===== config.mk =====
export PLATFORM = sky130hd
export DESIGN_NAME = pulse_oscillator_with_glide_core
export DESIGN_NICKNAME = d
export VERILOG_FILES = /design/src/rtl/core/pog_pkg.sv /design/src/rtl/core/pog_front.sv /design/src/rtl/core/pog_div.sv /design/src/rtl/core/pog_back.sv /design/src/rtl/core/pulse_oscillator_with_glide_core.sv
export SDC_FILE = /design/constraint.sdc
export NUM_CORES = 2
export LEC_CHECK = 0
export BUFFER_PORTS_ARGS = -buffer_cell sky130_fd_sc_hd__buf_2
export CORE_MARGIN = 2
export CORE_UTILIZATION = 60
export DETAILED_ROUTE_END_ITERATION = 16
export HOLD_SLACK_MARGIN = 0.12
export PLACE_DENSITY_LB_ADDON = 0.08
export SLEW_MARGIN = 20
export SYNTH_ARGS = -nofsm -noshare
export SYNTH_HDL_FRONTEND = slang
export SYNTH_SLANG_ARGS = --single-unit

===== constraint.sdc =====
create_clock -name clk -period 10.1 [get_ports clk]
set_input_delay 1.01 -clock clk [delete_from_list [all_inputs] [get_ports clk]]
set_output_delay 1.01 -clock clk [all_outputs]
set_load 0.01 [all_outputs]

===== src/rtl/core/pog_pkg.sv =====
package pog_pkg;

	localparam int SampleRateDef = 44100;

	localparam logic [1:0] OP_TICK  = 2'd0;
	localparam logic [1:0] OP_NOTE  = 2'd1;
	localparam logic [1:0] OP_GLIDE = 2'd2;

	localparam logic [2:0] REG_VOLUME = 3'd0;
	localparam logic [2:0] REG_WIDTH  = 3'd1;
	localparam logic [2:0] REG_TUNE   = 3'd2;
	localparam logic [2:0] REG_OCTAVE = 3'd3;
	localparam logic [2:0] REG_PHASE  = 3'd4;

	localparam logic [1:0] LVL_ZERO = 2'd0;
	localparam logic [1:0] LVL_HIGH = 2'd1;
	localparam logic [1:0] LVL_LOW  = 2'd2;

	localparam int CfgW = 16;

	typedef struct packed {
		logic [1:0]  opcode;
		logic [19:0] frequency;
		logic [15:0] glide_length;
	} item_t;

	typedef struct packed {
		logic [14:0] volume;
		logic [7:0]  width_q8;
		logic [13:0] tune_q12;
		logic [15:0] octave_q12;
		logic [7:0]  start_phase_q8;
	} cfg_t;

endpackage


===== src/rtl/core/pog_front.sv =====
module pog_front (
	input  logic          clk,
	input  logic          arst_n,
	input  logic          in_valid,
	output logic          in_ready,
	input  pog_pkg::item_t in_item,
	output logic          q_valid,
	input  logic          q_ready,
	output pog_pkg::item_t q_item
);
	import pog_pkg::*;

	// two-entry queue; drop opcode 3 on entry
	item_t     mem_q [2];
	logic      wr_q, rd_q;
	logic [1:0] cnt_q;
	logic      push, pop, useful;

	assign in_ready = (cnt_q != 2'd2);
	assign useful   = (in_item.opcode != 2'd3);
	assign push     = in_valid && in_ready && useful;
	assign q_valid  = (cnt_q != 2'd0);
	assign pop      = q_valid && q_ready;
	assign q_item   = mem_q[rd_q];

	always_ff @(posedge clk) begin
		if (push) begin
			mem_q[wr_q] <= in_item;
		end
	end

	always_ff @(posedge clk or negedge arst_n) begin
		if (!arst_n) begin
			wr_q  <= 1'b0;
			rd_q  <= 1'b0;
			cnt_q <= 2'd0;
		end else begin
			if (push) wr_q <= ~wr_q;
			if (pop) rd_q <= ~rd_q;
			cnt_q <= cnt_q + {1'b0, push} - {1'b0, pop};
		end
	end

	a_cnt: assert property (@(posedge clk) disable iff (!arst_n) cnt_q <= 2'd2)
		else $error("queue overflow");
	a_nopush_full: assert property (@(posedge clk) disable iff (!arst_n)
		cnt_q == 2'd2 |-> !push) else $error("push into full queue");
	a_cnt_step: assert property (@(posedge clk) disable iff (!arst_n)
		push && !pop |=> cnt_q == $past(cnt_q) + 2'd1) else $error("count slip");
endmodule


===== src/rtl/core/pog_div.sv =====
module pog_div #(
	parameter int NW = 64,
	parameter int DW = 64
) (
	input  logic          clk,
	input  logic          arst_n,
	input  logic          start,
	input  logic [NW-1:0] num,
	input  logic [DW-1:0] den,
	output logic          busy,
	output logic [NW-1:0] quo
);
	// restoring divider, one quotient bit per cycle
	localparam int CW = $clog2(NW + 1);
	logic [NW-1:0] quo_q;
	logic [DW:0]   rem_q;
	logic [DW-1:0] den_q;
	logic [CW-1:0] cnt_q;
	logic [DW:0]   trial;
	logic [DW:0]   diff;

	assign busy  = (cnt_q != '0);
	assign quo   = quo_q;
	assign trial = {rem_q[DW-1:0], quo_q[NW-1]};
	assign diff  = trial - {1'b0, den_q};

	always_ff @(posedge clk or negedge arst_n) begin
		if (!arst_n) begin
			cnt_q <= '0;
		end else if (start) begin
			cnt_q <= CW'(NW);
		end else if (busy) begin
			cnt_q <= cnt_q - 1'b1;
		end
	end

	always_ff @(posedge clk) begin
		if (start) begin
			quo_q <= num;
			rem_q <= '0;
			den_q <= den;
		end else if (busy) begin
			if (!diff[DW]) begin
				rem_q <= diff;
				quo_q <= {quo_q[NW-2:0], 1'b1};
			end else begin
				rem_q <= trial;
				quo_q <= {quo_q[NW-2:0], 1'b0};
			end
		end
	end
endmodule


===== src/rtl/core/pog_back.sv =====
module pog_back #(
	parameter int SampleRate = pog_pkg::SampleRateDef
) (
	input  logic           clk,
	input  logic           arst_n,
	input  logic           q_valid,
	output logic           q_ready,
	input  pog_pkg::item_t q_item,
	input  pog_pkg::cfg_t  cfg,
	output logic           out_valid,
	input  logic           out_ready,
	output logic [15:0]    sample
);
	import pog_pkg::*;

	localparam logic [2:0] ST_IDLE = 3'd0;
	localparam logic [2:0] ST_MUL  = 3'd1;
	localparam logic [2:0] ST_PDIV = 3'd2;
	localparam logic [2:0] ST_GDIV = 3'd3;
	localparam logic [2:0] ST_MUL2 = 3'd4;
	localparam logic [2:0] ST_LOAD = 3'd5;
	localparam logic [63:0] NUM = 64'(SampleRate) << 36;

	logic [2:0]  st_q;
	logic [1:0]  lvl_q;
	logic [31:0] step_q, per_q;
	logic [19:0] freq_q, tgt_q;
	logic        gact_q;
	logic [15:0] glen_q, gpos_q;
	logic        note_q;
	logic [35:0] fo_q;
	logic [49:0] prod_q;
	logic        ov_q;
	logic [15:0] smp_q;
	logic        ov_full;
	logic        emit;

	logic        dv_start;
	logic [63:0] dv_num, dv_den, dv_quo;
	logic        dv_busy;

	pog_div #(.NW(64), .DW(64)) u_div (
		.clk, .arst_n, .start(dv_start), .num(dv_num), .den(dv_den),
		.busy(dv_busy), .quo(dv_quo)
	);

	function automatic logic [31:0] frac(input logic [31:0] p, input logic [8:0] f);
		logic [40:0] m;
		m = {9'd0, p} * {32'd0, f};
		return m[39:8];
	endfunction

	logic [1:0]  lvl_n;
	logic [31:0] step_n, step_a, thr;
	logic [32:0] step_p;
	logic        is_tick;
	logic signed [20:0] gdiff;
	logic [20:0] gabs;
	logic [16:0] grem;
	logic [19:0] gmag;
	logic [19:0] fnew;

	assign is_tick = q_item.opcode == OP_TICK && freq_q != 20'd0;
	assign q_ready = (st_q == ST_IDLE) && !ov_full;
	assign ov_full = out_valid && !out_ready;
	assign emit    = (st_q == ST_IDLE) && q_valid && q_ready && is_tick;

	always_comb begin
		step_p = {1'b0, step_q} + 33'd256;
		step_a = gact_q ? (step_p[32] ? 32'hFFFF_FFFF : step_p[31:0]) : step_q;
		thr = (lvl_q == LVL_HIGH) ? frac(per_q, {1'b0, cfg.width_q8})
		                          : frac(per_q, 9'd256 - {1'b0, cfg.width_q8});
		lvl_n = lvl_q;
		step_n = step_a;
		if (step_a > thr) begin
			lvl_n = (lvl_q == LVL_HIGH) ? LVL_LOW : LVL_HIGH;
			step_n = '0;
		end
		if (!gact_q) begin
			step_p = {1'b0, step_n} + 33'd256;
			step_n = step_p[32] ? 32'hFFFF_FFFF : step_p[31:0];
		end
		gdiff = $signed({1'b0, tgt_q}) - $signed({1'b0, freq_q});
		gabs  = gdiff[20] ? 21'(-gdiff) : 21'(gdiff);
		grem  = {1'b0, glen_q} - {1'b0, gpos_q};
		gmag  = dv_quo[19:0];
		fnew  = gdiff[20] ? 20'(freq_q - gmag) : 20'(freq_q + gmag);
	end

	always_comb begin
		dv_start = 1'b0;
		dv_num = NUM;
		dv_den = {14'd0, prod_q};
		if (st_q == ST_LOAD) begin
			dv_start = 1'b1;
		end else if (emit && gact_q && gpos_q < glen_q) begin
			dv_start = 1'b1;
			dv_num = {43'd0, gabs};
			dv_den = {47'd0, grem};
		end
	end

	always_ff @(posedge clk or negedge arst_n) begin
		if (!arst_n) begin
			st_q <= ST_IDLE; lvl_q <= LVL_ZERO; step_q <= '0; per_q <= '0;
			freq_q <= '0; tgt_q <= '0; gact_q <= 1'b0; glen_q <= '0;
			gpos_q <= '0; out_valid <= 1'b0; note_q <= 1'b0;
		end else begin
			if (emit) out_valid <= 1'b1;
			else if (out_ready) out_valid <= 1'b0;
			case (st_q)
				ST_IDLE: begin
					if (q_valid && q_ready) begin
						// advance the item
						if (q_item.opcode == OP_NOTE) begin
							lvl_q <= LVL_ZERO;
							freq_q <= q_item.frequency;
							note_q <= 1'b1;
							st_q <= ST_MUL;
						end else if (q_item.opcode == OP_GLIDE) begin
							tgt_q <= q_item.frequency;
							glen_q <= q_item.glide_length;
							gpos_q <= '0;
							gact_q <= 1'b1;
						end else if (is_tick) begin
							lvl_q <= lvl_n;
							step_q <= step_n;
							smp_q <= (lvl_n == LVL_HIGH) ? {1'b0, cfg.volume} :
							         (lvl_n == LVL_LOW) ? 16'(-{1'b0, cfg.volume}) : 16'd0;
							if (gact_q) begin
								if (gpos_q < glen_q) st_q <= ST_GDIV;
								else gact_q <= 1'b0;
							end
						end
					end
				end
				ST_GDIV: begin
					if (!dv_busy) begin
						freq_q <= fnew;
						gpos_q <= gpos_q + 16'd1;
						note_q <= 1'b0;
						st_q <= ST_MUL;
					end
				end
				ST_MUL: st_q <= ST_MUL2;
				ST_MUL2: st_q <= ST_LOAD;
				ST_LOAD: st_q <= ST_PDIV;
				ST_PDIV: begin
					if (!dv_busy) begin
						per_q <= (ov_q || |dv_quo[63:32]) ? 32'hFFFF_FFFF : dv_quo[31:0];
						if (note_q) begin
							step_q <= frac((ov_q || |dv_quo[63:32]) ? 32'hFFFF_FFFF
							               : dv_quo[31:0], {1'b0, cfg.start_phase_q8});
						end
						st_q <= ST_IDLE;
					end
				end
				default: st_q <= ST_IDLE;
			endcase
		end
	end

	// product and zero guard; two multipliers, registered
	always_ff @(posedge clk) begin
		fo_q <= {16'd0, freq_q} * {20'd0, cfg.octave_q12};
		prod_q <= {14'd0, fo_q} * {36'd0, cfg.tune_q12};
		ov_q <= (fo_q == 36'd0) || (cfg.tune_q12 == 14'd0);
	end

	assign sample = smp_q;

	a_idle_ready: assert property (@(posedge clk) disable iff (!arst_n)
		q_ready |-> st_q == ST_IDLE) else $error("ready outside idle");
	a_gpos: assert property (@(posedge clk) disable iff (!arst_n)
		gact_q |-> gpos_q <= glen_q) else $error("glide overrun");
	a_lvl: assert property (@(posedge clk) disable iff (!arst_n)
		lvl_q != 2'd3) else $error("bad level");
endmodule


===== src/rtl/core/pulse_oscillator_with_glide_core.sv =====
// Pulse-width square oscillator with linear glide. Items enter a two-entry
// queue and are executed by a sequencer. A note item passes two multiplier
// stages and a divider load, then a serial period divide; a gliding tick
// runs a serial delta divide, then the same period path; a plain tick or
// glide item is handled in the idle state, and an item with opcode 3 is
// dropped on entry to the queue. Configuration registers are written directly
// through cfg_we/cfg_index/cfg_data.
module pulse_oscillator_with_glide_core #(
	parameter int SampleRate = pog_pkg::SampleRateDef
) (
	input  logic        clk,
	input  logic        arst_n,
	input  logic        in_valid,
	output logic        in_ready,
	input  logic [1:0]  opcode,
	input  logic [19:0] frequency,
	input  logic [15:0] glide_length,
	output logic        out_valid,
	input  logic        out_ready,
	output logic signed [15:0] sample,
	input  logic        cfg_we,
	input  logic [2:0]  cfg_index,
	input  logic [pog_pkg::CfgW-1:0] cfg_data
);
	import pog_pkg::*;

	cfg_t  cfg_q;
	item_t in_item, q_item;
	logic  q_valid, q_ready;
	logic [15:0] smp;

	assign in_item = '{opcode: opcode, frequency: frequency, glide_length: glide_length};
	assign sample = smp;

	// hold the configuration registers
	always_ff @(posedge clk or negedge arst_n) begin
		if (!arst_n) begin
			cfg_q <= '{volume: 15'd16384, width_q8: 8'd128, tune_q12: 14'd4096,
			           octave_q12: 16'd4096, start_phase_q8: 8'd0};
		end else if (cfg_we) begin
			case (cfg_index)
				REG_VOLUME: cfg_q.volume <= cfg_data[14:0];
				REG_WIDTH:  cfg_q.width_q8 <= cfg_data[7:0];
				REG_TUNE:   cfg_q.tune_q12 <= cfg_data[13:0];
				REG_OCTAVE: cfg_q.octave_q12 <= cfg_data[15:0];
				REG_PHASE:  cfg_q.start_phase_q8 <= cfg_data[7:0];
				default: ;
			endcase
		end
	end

	pog_front u_front (
		.clk, .arst_n, .in_valid, .in_ready, .in_item,
		.q_valid, .q_ready, .q_item
	);

	pog_back #(.SampleRate(SampleRate)) u_back (
		.clk, .arst_n, .q_valid, .q_ready, .q_item, .cfg(cfg_q),
		.out_valid, .out_ready, .sample(smp)
	);
endmodule


==> metrics <==
status=finished clean; Worst R2R End=u_back.step_q[19]; Placed Area=around 80000 µm²; initial antenna violation count=14; GP Congestion=0.952; Synth Flop Type=dfrtp_1; clk root buf=clkbuf_16; yosys warns=0; WL per Instance=around 21 µm; vias in the first global route=62666; Die X=between 300 and 400 µm; post-route cell area=82800 µm²; deepest clock path buffer count=3; Post-Syn Instances=around 8600; via count=roughly 60000; Tightest Pin Transition=roughly 1.3 ns; Detail Placement HPWL=about 160000 µm; remaining antenna violation count after routing=0; Tot GR Track Use=approximately 33%; crit share post-route=94.6%; PortBufs=79; final wirelength=213000 µm; Synth cell types=just over 80; chip height=around 370 µm; largest net degree at the start of global routing=approximately 130; number of fill cells=11069; r2r worst-path depth=43; CTS tree=yes; CP Capture Type=flip-flop; core box area=~130000 µm²; post-DR vias/cell=a little under 6; mapped cell area=about 78000 µm²; cts hold-fix bufs=0; die area=about 130000 µm²; reg-to-reg setup timing slack=roughly 0.54 ns; RR Startpoint=cfg_q[39]; CP Launch Type=flip-flop; fmax=between 0.1 and 0.15 GHz; worst-path fanout max=12; Slew headroom=approximately 13%; DR iter-0 viols=4767; share of cells above drive strength 1=under 10%; clock skew=approximately 0.042 ns; cell row count=about 130; data required time of the critical path=between 10 and 15 ns; CTS clock-pin slew for the worst setup and hold paths=approximately 0.060 ns; Arr. time, crit path=just over 10 ns; Mapped Avg Cell Area=~9.1 µm²; drt first pass iters=6; Synth Register Bits=around 570; first-pass GRT wire length=roughly 340000 µm; synthesized net count=between 10000 and 15000; maxcap violations=0; commonest non-fill, non-tap cell in the layout=inv_1; H-Tree Depth=3; area grow syn2layout=5.83%; RSZ-0062 raised after global routing=yes; DRC viols=0; Clk Latency, worst-skew pair=0.70 ns; IO Pins=80; max incr delay on CP=0.56 ns; kind of critical path=reg -> reg; FFs w/ async S/R, synth=between 30% and 40%; NumNets Final=10261; Tmin final=around 9.6 ns; Final Hold Fails=0; Max Slew Vio Count=0; Initial Utilization=60.4%; final setup fails=0; slowest stage cell on the critical path=fa_1; most frequent cells in the layout=inv_1 (1277), fa_1 (1226), nand2_1 (1204); Min-Delay Path Class=in -> async; gr ovfl total=0; CTS Buf Count=just under 70; EDFF count, synth=206; clock sink count=between 500 and 600; sequential share of the synthesized area=18.7%
## flip-flops by register name, indices dropped and copies added (netlist names), 2 cells and up
| name | cells |
|---|---|
| cfg_q | 61 |
| u_back.fo_q | 36 |
| u_back.freq_q | 20 |
| u_back.glen_q | 16 |
| u_back.gpos_q | 16 |
| u_back.lvl_q | 2 |
| u_back.per_q | 32 |
| u_back.prod_q | 50 |
| u_back.sample | 16 |
| u_back.st_q | 3 |
| u_back.step_q | 32 |
| u_back.tgt_q | 20 |
| u_back.u_div.cnt_q | 7 |
| u_back.u_div.den_q | 50 |
| u_back.u_div.quo | 64 |
| u_back.u_div.rem_q | 64 |
| u_front.cnt_q | 2 |
| u_front.mem_q | 76 |
## how the worst max path moves through the flow
| stage | from | endpoint | slack (ns) |
|---|---|---|---|
| 3_3_place_gp | cfg_q[39] | u_back.step_q[19] | 0.001 |
| 4_1_cts | cfg_q[39] | u_back.step_q[28] | 0.07 |
| 6_report | cfg_q[39] | u_back.step_q[19] | 0.54 |
| 5_1_grt | cfg_q[39] | u_back.step_q[19] | 0.008 |
| 2_1_floorplan | cfg_q[39] | u_back.step_q[13] | 0.23 |
| 3_5_place_dp | cfg_q[39] | u_back.step_q[19] | -0.14 |
## layout make-up
class,count,area (µm²),area share (%)
multi-input cells,6280,57300,69.2
flip-flops and latches,573,14600,17.7
inverters,1278,4800,5.80
well taps,1742,2180,2.63
clock buffers,91,1890,2.28
repair buffers,231,1580,1.90
clock inverters,35,395,0.477
diodes,2,5.00,0.00604
## stage by stage
step | setup TNS (ns) | setup slack [ns] | hold slack, ns | utilization [%] | std cells
6_report | 0 | 0.542 | 0.371 | 64.0 | 10232
5_1_grt | 0 | 0.00844 | 0.402 | 64.0 | 10230
4_1_cts | 0 | 0.0697 | 0.377 | 63.9 | 10227
3_5_place_dp | -0.912 | -0.136 | 0.461 | 62.1 | 10101
3_3_place_gp | 0 | 0.00101 | 0.452 | 62.1 | 10101
2_1_floorplan | 0 | 0.230 | 0.437 | - | 8585
## layer usage
| metal | vias up | track usage [%] | wire (µm) |
|---|---|---|---|
| met1 | 30168 | 45.6 | 89800 |
| met4 | 8 | 10.5 | 7240 |
| met3 | 447 | 5.95 | 17200 |
| li1 | 26939 | - | - |
| met2 | 2234 | 53.4 | 98300 |
| met5 | - | 0 | 58 |
## repair_timing
action                     CTS  global route
pin swaps                    0             3
gates resized for setup      4            17
setup endpoints to repair   15            35
buffers inserted             0             1
## synthesized netlist by cell type (50+ instances only)
cell	number	area [µm²]
and2_1	693	4340
dfrtp_1	212	5310
mux2i_1	59	591
clkbuf_1	440	1650
fa_1	1226	24500
inv_1	1277	4790
and3_1	76	475
nor4_1	50	313
nor3_1	95	475
ha_1	541	6770
nand2_1	1207	4530
a211oi_1	67	503
dfxtp_1	151	3020
o21ai_0	240	1200
mux2_2	87	980
xor2_1	131	1150
a21o_1	166	1250
nand4_1	50	313
nand3_1	104	521
edfxtp_1	206	6190
nor2b_1	65	407
a21oi_1	356	1780
nor2_1	357	1340
xnor2_1	229	2010
## critical path, delay by kind of cell, from the launching register on
family / cells / cell delay (ns)
and+or+nand+nor: 14 / 2.73
AOI/OAI and AO/OA: 13 / 2.45
adders and majority gates: 8 / 3.03
buffers and inverters: 6 / 0.59
xor gates and xnor gates: 2 / 0.29
DFF: 1 / 0.39
## kinds of logic after synthesis
| kind of cell | after synthesis | share of synthesized area (%) |
|---|---|---|
| simple gates | 2870 | 17.8 |
| compound gates | 1137 | 9.17 |
| mux | 146 | 2.01 |
| buf+inv | 1732 | 8.32 |
| flops | 573 | 18.7 |
| xor+xnor | 360 | 4.03 |
| fa+ha+maj | 1767 | 40.0 |
Power is left out: the tool's default activity adds up to more than one toggle a clock period on the data nets, which glitch-free logic cannot reach.
